## src/hw/rtl/assert_macros.svh

```systemverilog
// Assertion macros for the parser RTL.
// Checks compile away when SYNTHESIS is defined; no other dependencies.
`ifndef ASSERT_MACROS_SVH
`define ASSERT_MACROS_SVH
`ifndef SYNTHESIS
`define SCLP_CHECK_IMPL(lbl, clk, rst, ante, cons) \
   lbl: assert property (@(posedge clk) disable iff (rst) (ante) |-> (cons)) \
      else $error("parser check failed");
`define SCLP_CHECK_NEXT(lbl, clk, rst, ante, cons) \
   lbl: assert property (@(posedge clk) disable iff (rst) (ante) |=> (cons)) \
      else $error("parser check failed");
`else
`define SCLP_CHECK_IMPL(lbl, clk, rst, ante, cons)
`define SCLP_CHECK_NEXT(lbl, clk, rst, ante, cons)
`endif
`endif

```

## src/hw/rtl/sclp_pkg.sv

```systemverilog
// Package for the serial command line parser: state, configuration and
// result types plus character constants. No dependencies.
package sclp_pkg;

   localparam int unsigned MAX_DIGITS_DEFAULT = 5;
   localparam logic [2:0]  PREFIX_MAX         = 3'd4;

   localparam logic [7:0] LINE_FEED  = 8'h0A;
   localparam logic [7:0] BLANK_CHAR = 8'h20;
   localparam logic [7:0] DIGIT_LO   = 8'h30;
   localparam logic [7:0] DIGIT_HI   = 8'h39;

   // Letter slots inside pending flags.
   localparam int unsigned LETTER_ADDR  = 4;
   localparam int unsigned LETTER_VALUE = 5;
   localparam int unsigned LETTER_COUNT = 6;

   // Configuration register indexes.
   localparam logic [1:0] CSR_PREFIX_CHARS  = 2'd0;
   localparam logic [1:0] CSR_PREFIX_LENGTH = 2'd1;
   localparam logic [1:0] CSR_LEAD_CHAR     = 2'd2;
   localparam logic [1:0] CSR_FLAG_LETTERS  = 2'd3;

   localparam logic [31:0] PREFIX_CHARS_RESET  = 32'd101;
   localparam logic [2:0]  PREFIX_LENGTH_RESET = 3'd1;
   localparam logic [7:0]  LEAD_CHAR_RESET     = 8'd45;
   localparam logic [47:0] FLAG_LETTERS_RESET  = 48'd130160668275319;

   typedef enum logic [1:0] {
      ST_IDLE = 2'd0,
      ST_FLAG = 2'd1,
      ST_DATA = 2'd2
   } parse_state_type;

   typedef enum logic [1:0] {
      TGT_NONE  = 2'd0,
      TGT_ADDR  = 2'd1,
      TGT_VALUE = 2'd2
   } target_type;

   typedef struct packed {
      parse_state_type parse_state;
      logic [2:0]      byte_count;
      target_type      param_target;
      logic            digit_seen;
      logic [5:0]      pending_flags;
      logic [15:0]     address_acc;
      logic [15:0]     value_acc;
      logic            address_digit;
      logic            value_digit;
      logic            timer_armed;
   } parser_state_type;

   typedef struct packed {
      logic [31:0] prefix_chars;
      logic [2:0]  prefix_length;
      logic [7:0]  lead_char;
      logic [47:0] flag_letters;
   } parser_cfg_type;

   typedef struct packed {
      logic        status;
      logic [5:0]  flags;
      logic        address_has_digits;
      logic        data_has_digits;
      logic [15:0] address;
      logic [15:0] data_value;
   } parser_result_type;

endpackage

```

## src/hw/rtl/sclp_step.sv

```systemverilog
// Next-state and result logic for one received byte or timeout event.
// Purely combinational; depends on sclp_pkg.
module sclp_step #(
   parameter int unsigned MAX_DIGITS = sclp_pkg::MAX_DIGITS_DEFAULT
) (
   input  sclp_pkg::parser_state_type  cur_state,
   input  sclp_pkg::parser_cfg_type    cfg,
   input  logic                        action,
   input  logic [7:0]                  rx_byte,
   output sclp_pkg::parser_state_type  nxt_state,
   output logic                        emit,
   output sclp_pkg::parser_result_type result
);
   import sclp_pkg::*;

   logic [2:0]  prefix_len;
   logic [7:0]  want_char;
   logic [2:0]  count_inc;
   logic [2:0]  letter_idx;
   logic        letter_hit;
   logic        is_digit;
   logic [3:0]  digit;
   logic        do_line;
   logic        do_error;

   assign prefix_len = (cfg.prefix_length > PREFIX_MAX) ? PREFIX_MAX : cfg.prefix_length;
   assign want_char  = cfg.prefix_chars[8*cur_state.byte_count[1:0] +: 8];
   assign count_inc  = cur_state.byte_count + 3'd1;
   assign is_digit   = (rx_byte >= DIGIT_LO) && (rx_byte <= DIGIT_HI);
   assign digit      = rx_byte[3:0];

   // First match wins, so scan from the last slot down.
   always_comb begin
      letter_idx = 3'd0;
      letter_hit = 1'b0;
      for (int k = LETTER_COUNT - 1; k >= 0; k--) begin
         if (cfg.flag_letters[8*k +: 8] == rx_byte) begin
            letter_idx = 3'(k);
            letter_hit = 1'b1;
         end
      end
   end

   always_comb begin
      nxt_state = cur_state;
      do_line   = 1'b0;
      do_error  = 1'b0;
      if (action) begin
         do_error = cur_state.timer_armed;
      end else begin
         nxt_state.timer_armed = 1'b1;
         unique case (cur_state.parse_state)
            ST_IDLE: begin
               nxt_state.byte_count = (rx_byte == want_char) ? count_inc : 3'd0;
               if (nxt_state.byte_count >= prefix_len) begin
                  nxt_state.parse_state   = ST_FLAG;
                  nxt_state.byte_count    = 3'd0;
                  nxt_state.pending_flags = '0;
               end
            end
            ST_FLAG: begin
               if (cur_state.byte_count == 3'd0) begin
                  if (rx_byte == cfg.lead_char) begin
                     nxt_state.byte_count = 3'd1;
                  end else if (rx_byte == LINE_FEED) begin
                     do_line = 1'b1;
                  end else if (rx_byte != BLANK_CHAR) begin
                     do_error = 1'b1;
                  end
               end else if (!letter_hit) begin
                  do_error = 1'b1;
               end else begin
                  nxt_state.pending_flags[letter_idx] = 1'b1;
                  nxt_state.byte_count = 3'd0;
                  if (letter_idx == 3'(LETTER_ADDR)) begin
                     nxt_state.param_target  = TGT_ADDR;
                     nxt_state.address_acc   = '0;
                     nxt_state.address_digit = 1'b0;
                     nxt_state.parse_state   = ST_DATA;
                     nxt_state.digit_seen    = 1'b0;
                  end else if (letter_idx == 3'(LETTER_VALUE)) begin
                     nxt_state.param_target  = TGT_VALUE;
                     nxt_state.value_acc     = '0;
                     nxt_state.value_digit   = 1'b0;
                     nxt_state.parse_state   = ST_DATA;
                     nxt_state.digit_seen    = 1'b0;
                  end else begin
                     nxt_state.param_target  = TGT_NONE;
                  end
               end
            end
            ST_DATA: begin
               if (rx_byte == cfg.lead_char) begin
                  nxt_state.byte_count  = 3'd1;
                  nxt_state.parse_state = ST_FLAG;
               end else if (rx_byte == BLANK_CHAR) begin
                  if (cur_state.digit_seen) begin
                     nxt_state.byte_count  = 3'd0;
                     nxt_state.parse_state = ST_FLAG;
                  end
               end else if (rx_byte == LINE_FEED) begin
                  do_line = 1'b1;
               end else if (is_digit) begin
                  nxt_state.digit_seen = 1'b1;
                  if (cur_state.byte_count >= 3'(MAX_DIGITS)) begin
                     do_error = 1'b1;
                  end else begin
                     // acc * 10 + d, wrapping at 16 bits.
                     if (cur_state.param_target == TGT_ADDR) begin
                        nxt_state.address_acc = (cur_state.address_acc << 3)
                           + (cur_state.address_acc << 1) + 16'(digit);
                        nxt_state.address_digit = 1'b1;
                     end else if (cur_state.param_target == TGT_VALUE) begin
                        nxt_state.value_acc = (cur_state.value_acc << 3)
                           + (cur_state.value_acc << 1) + 16'(digit);
                        nxt_state.value_digit = 1'b1;
                     end
                     nxt_state.byte_count = count_inc;
                  end
               end else begin
                  do_error = 1'b1;
               end
            end
            default: begin
            end
         endcase
      end

      if (do_error) begin
         nxt_state.parse_state   = ST_IDLE;
         nxt_state.byte_count    = 3'd0;
         nxt_state.pending_flags = '0;
         nxt_state.timer_armed   = 1'b0;
      end else if (do_line) begin
         nxt_state.parse_state   = ST_IDLE;
         nxt_state.byte_count    = 3'd0;
         nxt_state.timer_armed   = 1'b0;
      end
   end

   always_comb begin
      result = '0;
      if (do_error) begin
         result.status = 1'b1;
      end else begin
         result.flags = cur_state.pending_flags;
         if (cur_state.pending_flags[LETTER_ADDR]) begin
            result.address_has_digits = cur_state.address_digit;
            result.address            = cur_state.address_acc;
         end
         if (cur_state.pending_flags[LETTER_VALUE]) begin
            result.data_has_digits = cur_state.value_digit;
            result.data_value      = cur_state.value_acc;
         end
      end
   end

   assign emit = do_line || do_error;

endmodule

```

## src/hw/rtl/serial_command_line_parser_top.sv

```systemverilog
// Serial command line parser: an accepted input beat is held in the input register and its
// result in the result register that drives rsp_tvalid; one beat is accepted every cycle while
// results drain. The rate is set by the combinational parser state update between those registers.
// Synchronous active-high reset returns the parser to idle, disarms the timer
// and loads the configuration registers with their default values.
// Depends on sclp_pkg, sclp_step and assert_macros.svh.
`include "assert_macros.svh"

module serial_command_line_parser_top #(
   parameter int unsigned MAX_DIGITS = sclp_pkg::MAX_DIGITS_DEFAULT
) (
   input  logic        clock,
   input  logic        reset,
   // Input stream: one received byte or one timeout event per beat.
   input  logic        req_tvalid,
   output logic        req_tready,
   input  logic [7:0]  req_tdata,   // [7:0] rx_byte
   input  logic        req_tuser,   // [0] action (1 = timeout expired)
   // Result stream: one beat per completed line or bus error.
   output logic        rsp_tvalid,
   input  logic        rsp_tready,
   output logic [39:0] rsp_tdata,   // [0] want_write, [1] want_read, [2] want_erase,
                                    // [3] want_dump, [4] address_given,
                                    // [5] data_given, [6] address_has_digits,
                                    // [7] data_has_digits, [23:8] address,
                                    // [39:24] data_value
   output logic        rsp_tuser,   // [0] status (1 = bus error)
   // Configuration write channel.
   input  logic        csr_valid,
   output logic        csr_ready,
   input  logic [1:0]  csr_index,
   input  logic [47:0] csr_data
);
   import sclp_pkg::*;

   // The input register holds one beat; it moves on into the parser
   // whenever the result register is empty or being emptied.
   logic              in_valid_ff;
   logic              in_action_ff;
   logic [7:0]        in_byte_ff;
   logic              advance;

   parser_state_type  state_ff;
   parser_state_type  state_in;
   parser_cfg_type    cfg_ff;
   parser_cfg_type    cfg_in;

   logic              step_emit;
   parser_result_type step_result;
   logic              rsp_load;

   logic              rsp_valid_ff;
   parser_result_type rsp_ff;

   assign advance    = !rsp_valid_ff || rsp_tready;
   assign req_tready = !in_valid_ff || advance;
   assign csr_ready  = 1'b1;

   always_ff @(posedge clock) begin
      if (reset) begin
         in_valid_ff <= 1'b0;
      end else if (req_tready) begin
         in_valid_ff <= req_tvalid;
      end
   end

   always_ff @(posedge clock) begin
      if (req_tready && req_tvalid) begin
         in_action_ff <= req_tuser;
         in_byte_ff   <= req_tdata;
      end
   end

   // Configuration is to be written only while the parser is quiet; the block does not check.
   always_comb begin
      cfg_in = cfg_ff;
      if (csr_valid) begin
         unique case (csr_index)
            CSR_PREFIX_CHARS:  cfg_in.prefix_chars  = csr_data[31:0];
            CSR_PREFIX_LENGTH: cfg_in.prefix_length = csr_data[2:0];
            CSR_LEAD_CHAR:     cfg_in.lead_char     = csr_data[7:0];
            CSR_FLAG_LETTERS:  cfg_in.flag_letters  = csr_data;
            default: begin
            end
         endcase
      end
   end

   always_ff @(posedge clock) begin
      if (reset) begin
         cfg_ff.prefix_chars  <= PREFIX_CHARS_RESET;
         cfg_ff.prefix_length <= PREFIX_LENGTH_RESET;
         cfg_ff.lead_char     <= LEAD_CHAR_RESET;
         cfg_ff.flag_letters  <= FLAG_LETTERS_RESET;
      end else begin
         cfg_ff <= cfg_in;
      end
   end

   sclp_step #(
      .MAX_DIGITS (MAX_DIGITS)
   ) u_step (
      .cur_state (state_ff),
      .cfg       (cfg_ff),
      .action    (in_action_ff),
      .rx_byte   (in_byte_ff),
      .nxt_state (state_in),
      .emit      (step_emit),
      .result    (step_result)
   );

   assign rsp_load = in_valid_ff && advance && step_emit;

   always_ff @(posedge clock) begin
      if (reset) begin
         state_ff <= '{parse_state: ST_IDLE, param_target: TGT_NONE, default: '0};
      end else if (in_valid_ff && advance) begin
         state_ff <= state_in;
      end
   end

   always_ff @(posedge clock) begin
      if (reset) begin
         rsp_valid_ff <= 1'b0;
      end else if (advance) begin
         rsp_valid_ff <= rsp_load;
      end
   end

   always_ff @(posedge clock) begin
      if (rsp_load) begin
         rsp_ff <= step_result;
      end
   end

   assign rsp_tvalid = rsp_valid_ff;
   assign rsp_tuser  = rsp_ff.status;
   assign rsp_tdata  = {rsp_ff.data_value, rsp_ff.address, rsp_ff.data_has_digits,
                        rsp_ff.address_has_digits, rsp_ff.flags};

   // A completed line or a bus error always leaves the parser idle and disarmed.
   `SCLP_CHECK_NEXT(a_idle_after_result, clock, reset, rsp_load, state_ff.parse_state == ST_IDLE)
   `SCLP_CHECK_NEXT(a_disarm_after_result, clock, reset, rsp_load, !state_ff.timer_armed)
   // A bus error carries no flags or numbers.
   `SCLP_CHECK_IMPL(a_error_clean, clock, reset, rsp_valid_ff && rsp_ff.status, rsp_tdata == '0)
   // Digit counting never runs past the configured limit.
   `SCLP_CHECK_IMPL(a_digit_limit, clock, reset, state_ff.parse_state == ST_DATA,
                    state_ff.byte_count <= 3'(MAX_DIGITS))
   // A held input beat is not dropped while the result side stalls.
   `SCLP_CHECK_NEXT(a_hold_input, clock, reset, in_valid_ff && !advance, in_valid_ff)

endmodule

```

## config.mk

```make
export PLATFORM = sky130hd
export DESIGN_NAME = serial_command_line_parser_top
export DESIGN_NICKNAME = d
export VERILOG_FILES = /design/src/hw/rtl/sclp_pkg.sv /design/src/hw/rtl/sclp_step.sv /design/src/hw/rtl/serial_command_line_parser_top.sv
export VERILOG_INCLUDE_DIRS = /design/src /design/src/hw/rtl
export SDC_FILE = /design/constraint.sdc
export NUM_CORES = 1
export LEC_CHECK = 0
export CAP_MARGIN = 25
export CORE_AREA = 2 2 186 97
export CTS_BUF_LIST = sky130_fd_sc_hd__clkbuf_8 sky130_fd_sc_hd__clkbuf_16
export CTS_CLUSTER_SIZE = 20
export DETAILED_ROUTE_END_ITERATION = 6
export DIE_AREA = 0 0 188 99
export DONT_BUFFER_PORTS = 1
export PLACE_DENSITY = 0.87
export SYNTH_ARGS = -nofsm -noshare
export SYNTH_HDL_FRONTEND = slang
export SYNTH_SLANG_ARGS = --single-unit
```

## constraint.sdc

```tcl
create_clock -name clock -period 10.7 [get_ports clock]
set_input_delay 1.605 -clock clock [delete_from_list [all_inputs] [get_ports clock]]
set_output_delay 1.605 -clock clock [all_outputs]
set_load 0.02 [all_outputs]
```

Yosys cells after proc, flatten, opt, wreduce, memory -nomap -nowiden:

Cells that the tools add are included.

* add/subtract/negate cells: 5
* magnitude comparators: 7
* equality and inequality tests: 51
* shift-type cells: 1
* muxes and demuxes: 86
* bitwise operators: 5
* reductions and logical operators: 30

Operators with widths (count)
* $mux 34: 5
* $mux 16: 6
* $pmux 34 s2: 1
* $eq 8x8->1: 8
* $mux 49: 1
* $mux 48: 1
* $mux 3: 15
* $mux 43: 1
* $mux 1: 37
* $add 16x16->16: 2
* $add 16x4->16: 2
* $shiftx 32x6->8: 1
* $mux 5: 5
* $reduce_and 9->1: 2
* $ne 5x1->1 const B: 3
* $pmux 5 s3: 1
* $ne 2x1->1 const B: 7
* $ne 2x2->1 const B: 7
* $reduce_and 14->1: 1
* $mux 2: 6
* $mux 6: 2
* $ne 3x1->1 const B: 4
* $ne 6x3->1 const B: 2
* $pmux 6 s2: 1
* 39 further kinds: 64

* register bits: 192
* input port bits: 64
* word-level logic and storage cells: 209

Logic depth before layout (Yosys ltp):

Gate-level depths: netlist of run 1.

* depth in word-level cells: 18
* mapped depth: 16
* depth with buffers taken out: 15

Cells and area by module:

Synthesis of run 1 repeated with hierarchy kept, for this count alone.

* cell total of the unflattened synthesis: 1227
* area total of the unflattened synthesis: 11150.7 um^2

Modules (own cells, without submodules)
* serial_command_line_parser_top: instances 1, cells each 669, area each 6975.4 um^2, seq. area each 4344.2 um^2
* sclp_step: instances 1, cells each 558, area each 4175.3 um^2, seq. area each 0.0 um^2

Worst setup path before layout of run 1:

No wires, ideal clock.

* path type: input port to output port
* from: input rsp_tready
* to: output req_tready
* arrival time: 1930 ps
* path slack: 7165 ps
* cell stages on the path: 2
* path buffers: 0
* cell sequence: nor2b_1 nand2_1

* longest elaborated chain between the ends: 2

Ends and longest elaborated chain
* start, declared: RTL line serial_command_line_parser_top.sv:21 `input logic rsp_tready,`
* $logic_or 1x1->1: RTL line serial_command_line_parser_top.sv:55 `assign advance = !rsp_valid_ff || rsp_tready;`
* $logic_or 1x1->1: RTL line serial_command_line_parser_top.sv:56 `assign req_tready = !in_valid_ff || advance;`
* end, declared: RTL line serial_command_line_parser_top.sv:16 `output logic req_tready,`

No other way between the ends.

Final worst setup path of run 1:

* from: register state_ff[44] (netlist bit)
* to: register state_ff[40] (netlist bit)

* longest elaborated chain between the ends: 10

Ends and longest elaborated chain
* start, declared: RTL line serial_command_line_parser_top.sv:43 `parser_state_type state_ff;`
* start signal, assigned: RTL line serial_command_line_parser_top.sv:118 `state_ff <= state_in;`
* branches (longest 10 deep; another with $ge 3x3->1)

Parallel ways; which one is timed is not known.
A chain may end at the register's enable or synchronous reset.

==> results of run 1 <==
[sequential cells by signal, indices dropped and copies added (netlist names)]
register	flops
in_valid_ff	1
in_action_ff	1
rsp_tdata	40
rsp_tuser	1
rsp_tvalid	1
cfg_ff	91
state_ff	49
in_byte_ff	8
[layout by cell type, fill, tap and decap left out, types with 24 or more instances in the layout]
cell type,instances
a21oi_1,98
and3_1,35
dfxtp_1,142
edfxtp_1,50
ha_1,61
inv_1,24
nand2_1,225
nand3_1,55
nor2_1,54
nor3_1,24
xnor2_1,51
xor2_1,38
[metal layers]
| metal | track usage [%] | share of wire (%) |
|---|---|---|
| met1 | 42.7 | 46 |
| met2 | 40.5 | 41 |
| met3 | 9.58 | 12 |
| met4 | 6.42 | 1.4 |
| met5 | 0 | 0 |
[through the flow]
stage | cells | utilization (%)
2_1_floorplan | 1104 | -
3_3_place_gp | 1282 | 59.1
3_5_place_dp | 1283 | 59.3
4_1_cts | 1315 | 62.7
5_1_grt | 1316 | 62.8
6_report | 1316 | 62.8
[area by class of cell]
| class | count | area, um2 |
|---|---|---|
| Timing Repair Buffer | 7 | 85.1 |
| Multi-Input combinational cell | 828 | 5280 |
| Clock buffer | 17 | 425 |
| Sequential cell | 192 | 4340 |
| Clock inverter | 15 | 156 |
| Inverter | 23 | 86.3 |
| Tap cell | 234 | 293 |
| Fill cell | 1375 | 6310 |
[logic make-up after synthesis]
group,after synthesis
AND/OR/NAND/NOR,477
flip-flops,192
AO/OA/AOI/OAI,168
XOR/XNOR,90
buffers and inverters,84
adder cells (fa/ha/maj),65
multiplexers,27
other,1
[worst max-delay path, stage by stage, from the launching register on]
cell	delay [ns]
dfxtp_1	0.81
mux4_2	0.61
xnor2_1	0.17
nand4_1	0.18
nor2_1	0.22
nand2_1	0.09
ha_1	0.28
nand2b_1	0.14
a21o_1	0.17
a21oi_1	0.22
nand2_1	0.12
a21oi_1	0.49
o31a_1	0.35
o21a_1	0.16
[power breakdown]
| group | internal [uW] | switching, uW |
|---|---|---|
| registers | 763 | 29.2 |
| logic | 32.7 | 45.9 |
| clock network | 329 | 306 |
[worst max path at each step]
stage / from / endpoint / slack, ns / depth (start not counted)
floorplan: rsp_tready / req_tready / 7.16 / 2
global placement: state_ff[44] / state_ff[46] / 6.67 / 10
detailed placement: rsp_tready / state_ff[8] / 6.65 / 8
CTS: state_ff[44] / state_ff[40] / 6.67 / 13
global route: state_ff[44] / state_ff[46] / 6.29 / 15
finish: state_ff[44] / state_ff[40] / 6.61 / 13
==> metrics.cfg, run 1 <==
[run_status]
outcome=complete, no violations

[worst_setup_path]
reg2reg_to=state_ff[40]
critPathMaxFanout=14
worst_setup_path_start_kind=flip-flop
critPathKind=reg -> reg
rr_worst_depth=13
r2r_slack_ns=6.61
r2r-start=state_ff[44]
critPathRequiredTime_ns=11.08
worstPathArrival_ns=4.47
crit_path_end_kind=flip-flop

[placement]
placed_cell_area_um2=10100
portBuffers=0
pre_cts_ws_ns=6.65
dp_hpwl_mm=18.8
place_congestion=0.967

[floorplanning]
die_area_um2=18600
dieWidth_um=188
start_util_pct=58.7
num_rows=34
die_h_um=99
core_area_um2=17000
io_pins=108

[worst_hold_path]
hold-path-endpoint=cfg_ff[88]
min_from=cfg_ff[88]
min_path_type=reg -> reg
hold_depth=2

[logic_synthesis]
synthMuxAreaShare_pct=3.72
yosysSeqAreaShare_pct=43.6
ys_warn_count=0
synth_fa_ha_area_share_pct=8.46
syn_area_um2=9970
syn_inst=1104
synth_edf_count=50
synth_compound_area_share_pct=10.2
yosys.area.top_type_share_pct=28.5
syn_nets=1233
ys_ff_latch=192
async_flop_share_pct=0
synth_xor_area_share_pct=7.98
synth_commonest_cells=nand2_1 (225), dfxtp_1 (142), a21oi_1 (98)
yosysTopAreaCell=dfxtp_1
netlist_top_cells_area=dfxtp_1 (29%), edfxtp_1 (15%), nand2_1 (8.5%)
synth_top_family_by_area=simple AND/OR/NAND/NOR gates
yosysMostFrequentCell=nand2_1
synth_cell_types=69
synth-simple-area-share_pct=22.5
syn_avg_cell_area_um2=9.03
synth_flop_cell=dfxtp_1

[job]
drv_cap=0

[global_route]
gr-usage-all-layers_pct=28.8
grt_max_degree=97
grt_pass1_vias=7607
grt_first_pass_wirelength_mm=41.7
grt-ovfl-total=0
antenna_found_initial=2

[timing]
tightest_slew_ns=0.969
setup_tns_ns=0
slew_headroom_pct=35.4
skew_ns=0.0155
drv_slew=0
rsz0062_at_grt=no
whs_ns=0.451
fin_crit_ns=4.09
hold_viol_final=0
finalCritPeriodShare_pct=38.2
fmax_mhz=245
finalSetupViolations=0
worst_slack_ns=6.61

[final_layout]
drive_above_1_share_pct=5.82
final_nets=1198
diodes=0
stdcell_area_um2=10700
area_growth_pct=7.02

[routing]
dr.pass1.iters=6
detail-route-antenna-nets=0
drtIter0Drc=864
via_per_inst=6.13
drc=0
vias=8061
wl_per_cell_um=19.8
wirelength_mm=26.1

[pwr]
finalPower_uw=1510
p_leak_uw=0.00423
p_per_area_nw_per_um2=141
ir_drop_uv=109

[clock_tree]
clock_path_buffers=2
cts_root_buffer=clkbuf_16
clk_latency_ns=0.45
h-tree-depth=4
cts_resized=0
clk_pin_slew_ns=0.07
cts_buffers=17
cts_tree=done
hold_buffers=0
post_cts_buffers=0
clkSinkCount=192

Note: power is estimated with default switching activity, not from simulation.
==> run 2: changes to the inputs <==
CORE_AREA = 2 2 189 98   (was 2 2 186 97)
DIE_AREA = 0 0 191 100   (was 0 0 188 99)
PLACE_DENSITY = 0.88   (was 0.87)
clock period = 3.7 ns   (was 10.7 ns; I/O delays follow)
==> run 2 against run 1 <==
  * The flow now finishes with violations (DRC)
  * Cell count is 2.7% higher
  * Power grew to 2.9 times the previous value
  * Combinational power grew to 3.3 times the previous value
  * Design area is 2.4% higher
  * Clock-buffer cell count is 1 higher
  * Core utilization is 1.3 points lower
  * Sequential share of layout area is 0.94 points lower
  * Sequential cell count stayed put
  * Via count is 0.62% higher
  * Clock power grew to 3.0 times the previous value
  * Largest cell class unchanged
  * Highest routed layer unchanged
==> metrics.cfg, run 2 (synthesis gave the netlist of run 1 again) <==
[timing]
setup_tns_ns=0  ; unchanged
drv_slew=0  ; unchanged
rsz0062_at_grt=no  ; unchanged
fin_crit_ns=3.42  ; was 4.09 ns
skew_ns=0.0155  ; about the same
hold_viol_final=0  ; unchanged
slew_headroom_pct=50.2  ; was 35.4%
tightest_slew_ns=0.743  ; was 0.969 ns
finalSetupViolations=0  ; unchanged
finalCritPeriodShare_pct=92.4  ; was 38.2%
fmax_mhz=293  ; was 245 MHz

[final_layout]
fillers=1429  ; was 1375
mostFrequentLayoutCells=nand2_1 (225), dfxtp_1 (142), a21oi_1 (98)  ; unchanged
mostFrequentLayoutCell=nand2_1  ; unchanged
largest-register=cfg_ff  ; unchanged
largest_reg_flops=91  ; unchanged
seq_area_um2=4340  ; unchanged
final_nets=1227  ; was 1198
drive_above_1_share_pct=8.46  ; was 5.82%
multi_input_area_um2=5280  ; about the same
final_cells=1352  ; was 1316
area_growth_pct=9.54  ; was 7.02%

[global_route]
grt-ovfl-total=0  ; unchanged
antenna_found_initial=3  ; was 2
grt_max_degree=97  ; unchanged
gr-usage-all-layers_pct=27.6  ; was 28.8%
grt_pass1_vias=7461  ; was 7607
grt_first_pass_wirelength_mm=40.8  ; was 41.7 mm

[worst_setup_path]
worstPathArrival_ns=3.77  ; was 4.47 ns
worst_setup_path_start_kind=flip-flop  ; unchanged
max_stage_delay_ns=0.54  ; was 0.81 ns
reg2reg_to=state_ff[46]  ; was state_ff[40]
crit_slowest_cell=mux4_2  ; was dfxtp_1
rr_worst_depth=16  ; was 13
crit_buf_inv=1  ; was 0
critPathRequiredTime_ns=4.05  ; was 11.08 ns
crit_path_end_kind=flip-flop  ; unchanged
cp_top_family=simple AND/OR/NAND/NOR gates  ; was compound AO/OA/AOI/OAI gates
r2r-start=state_ff[44]  ; unchanged
critPathMaxFanout=8  ; was 14
critPathKind=reg -> reg  ; unchanged
crit_chain=buf_6 > mux4_2 > xnor2_1 > nand4_1 > nor2_2 > nand2_1 > ha_1 > nand2b_1 > a21o_1 > a21oi_1 > and2_1 > a32o_1 > nand4b_1 > nor3b_1 > nand3_1 > o31ai_1  ; was mux4_2 > xnor2_1 > nand4_1 > nor2_1 > nand2_1 > ha_1 > nand2b_1 > a21o_1 > a21oi_1 > nand2_1 > a21oi_1 > o31a_1 > o21a_1
r2r_slack_ns=0.28  ; was 6.61 ns

[run_status]
violations=DRC
outcome=finished with violations  ; was complete, no violations

[floorplanning]
num_rows=35  ; was 34
start_util_pct=56.2  ; was 58.7%
io_pins=108  ; unchanged
die_area_um2=19100  ; was 18600 um2
dieWidth_um=191  ; was 188 um
die_h_um=100  ; was 99 um
core_area_um2=17700  ; was 17000 um2

[clock_tree]
clkSinkCount=192  ; unchanged
clock_path_buffers=2  ; unchanged
cts_buffers=17  ; unchanged
clk_latency_ns=0.43  ; was 0.45 ns
cts_tree=done  ; unchanged
h-tree-depth=4  ; unchanged
clk_pin_slew_ns=0.08  ; was 0.07 ns
post_cts_buffers=0  ; unchanged
cts_root_buffer=clkbuf_16  ; unchanged

[job]
drv_cap=0  ; unchanged

[worst_hold_path]
min_path_type=in -> reg  ; was reg -> reg
min_from=reset  ; was cfg_ff[88]
hold_depth=1  ; was 2
hold-path-endpoint=cfg_ff[77]  ; was cfg_ff[88]

[placement]
portBuffers=0  ; unchanged
post-place-cells=1319  ; was 1283
dp_hpwl_mm=18.9  ; was 18.8 mm
place_congestion=0.961  ; was 0.967

[routing]
vias=8111  ; was 8061
drtIter0Drc=954  ; was 864
drc=7  ; was 0
dr.pass1.iters=7  ; was 6
via_per_inst=6.00  ; was 6.13
wl_per_cell_um=19.1  ; was 19.8 um
wirelength_mm=25.9  ; was 26.1 mm
detail-route-antenna-nets=0  ; unchanged

[pwr]
p_leak_uw=0.00438  ; was 0.00423 uW
p_per_area_nw_per_um2=405  ; was 141 nW/um2
ir_drop_uv=312  ; was 109 uV

## run 2: cell types whose count changed in the layout (fill, tap and decap cells not counted), sizes merged
cell	change
buf	+29
clkbuf	+1
clkinv	-1
diode	+1
## run 2: area by class of cell
| type | instances | share of cell area [%] |
|---|---|---|
| Multi-Input combinational cell | 828 | 48.3 |
| Sequential cell | 192 | 39.8 |
| Clock buffer | 18 | 4.13 |
| Timing Repair Buffer | 36 | 2.85 |
| Tap cell | 240 | 2.75 |
| Clock inverter | 14 | 1.33 |
| Inverter | 23 | 0.791 |
| Antenna cell | 1 | 0.0229 |
## run 2: timing repair
item	4_1_cts	5_1_grt
endpoints found under the setup margin	0	1
hold buffers	0	0
gates resized for setup	0	2
endpoints found under the hold margin	0	0
## run 2: power by group
| group | internal (uW) | switching (uW) | total [uW] |
|---|---|---|---|
| registers | 2210 | 68.5 | 2270 |
| clock network | 995 | 898 | 1890 |
| logic | 106 | 151 | 257 |
| total | 3310 | 1120 | 4420 |
## run 2: per-layer routing
layer,global-route usage [%],vias up,share of wire [%]
li1,-,3824,-
met1,42.2,3833,48
met2,37.0,427,39
met3,9.48,27,12
met4,5.84,0,0.84
met5,0,-,0
## run 2: how the worst max path moves through the flow
stage	to	depth (start not counted)	from
floorplan	state_ff[46]	16	state_ff[44]
global placement	state_ff[46]	16	state_ff[44]
detailed placement	state_ff[46]	16	state_ff[44]
CTS	state_ff[46]	16	state_ff[44]
global route	state_ff[46]	16	state_ff[44]
finish	state_ff[46]	16	state_ff[44]
## run 2: metrics by stage
step | cell area (um2) | hold WS, ns | setup slack (ns) | total power, uW | util (%)
6_report | 10900 | 0.179 | 0.281 | 4420 | 61.6
5_1_grt | 10900 | 0.165 | 0.00375 | 4540 | 61.6
4_1_cts | 10900 | 0.174 | 0.263 | 4420 | 61.5
3_5_place_dp | 10300 | 0.440 | 0.285 | 2570 | 58.2
3_3_place_gp | 10300 | 0.442 | 0.373 | 2560 | 58.2
2_1_floorplan | 9970 | 0.427 | 0.169 | 2510 | -
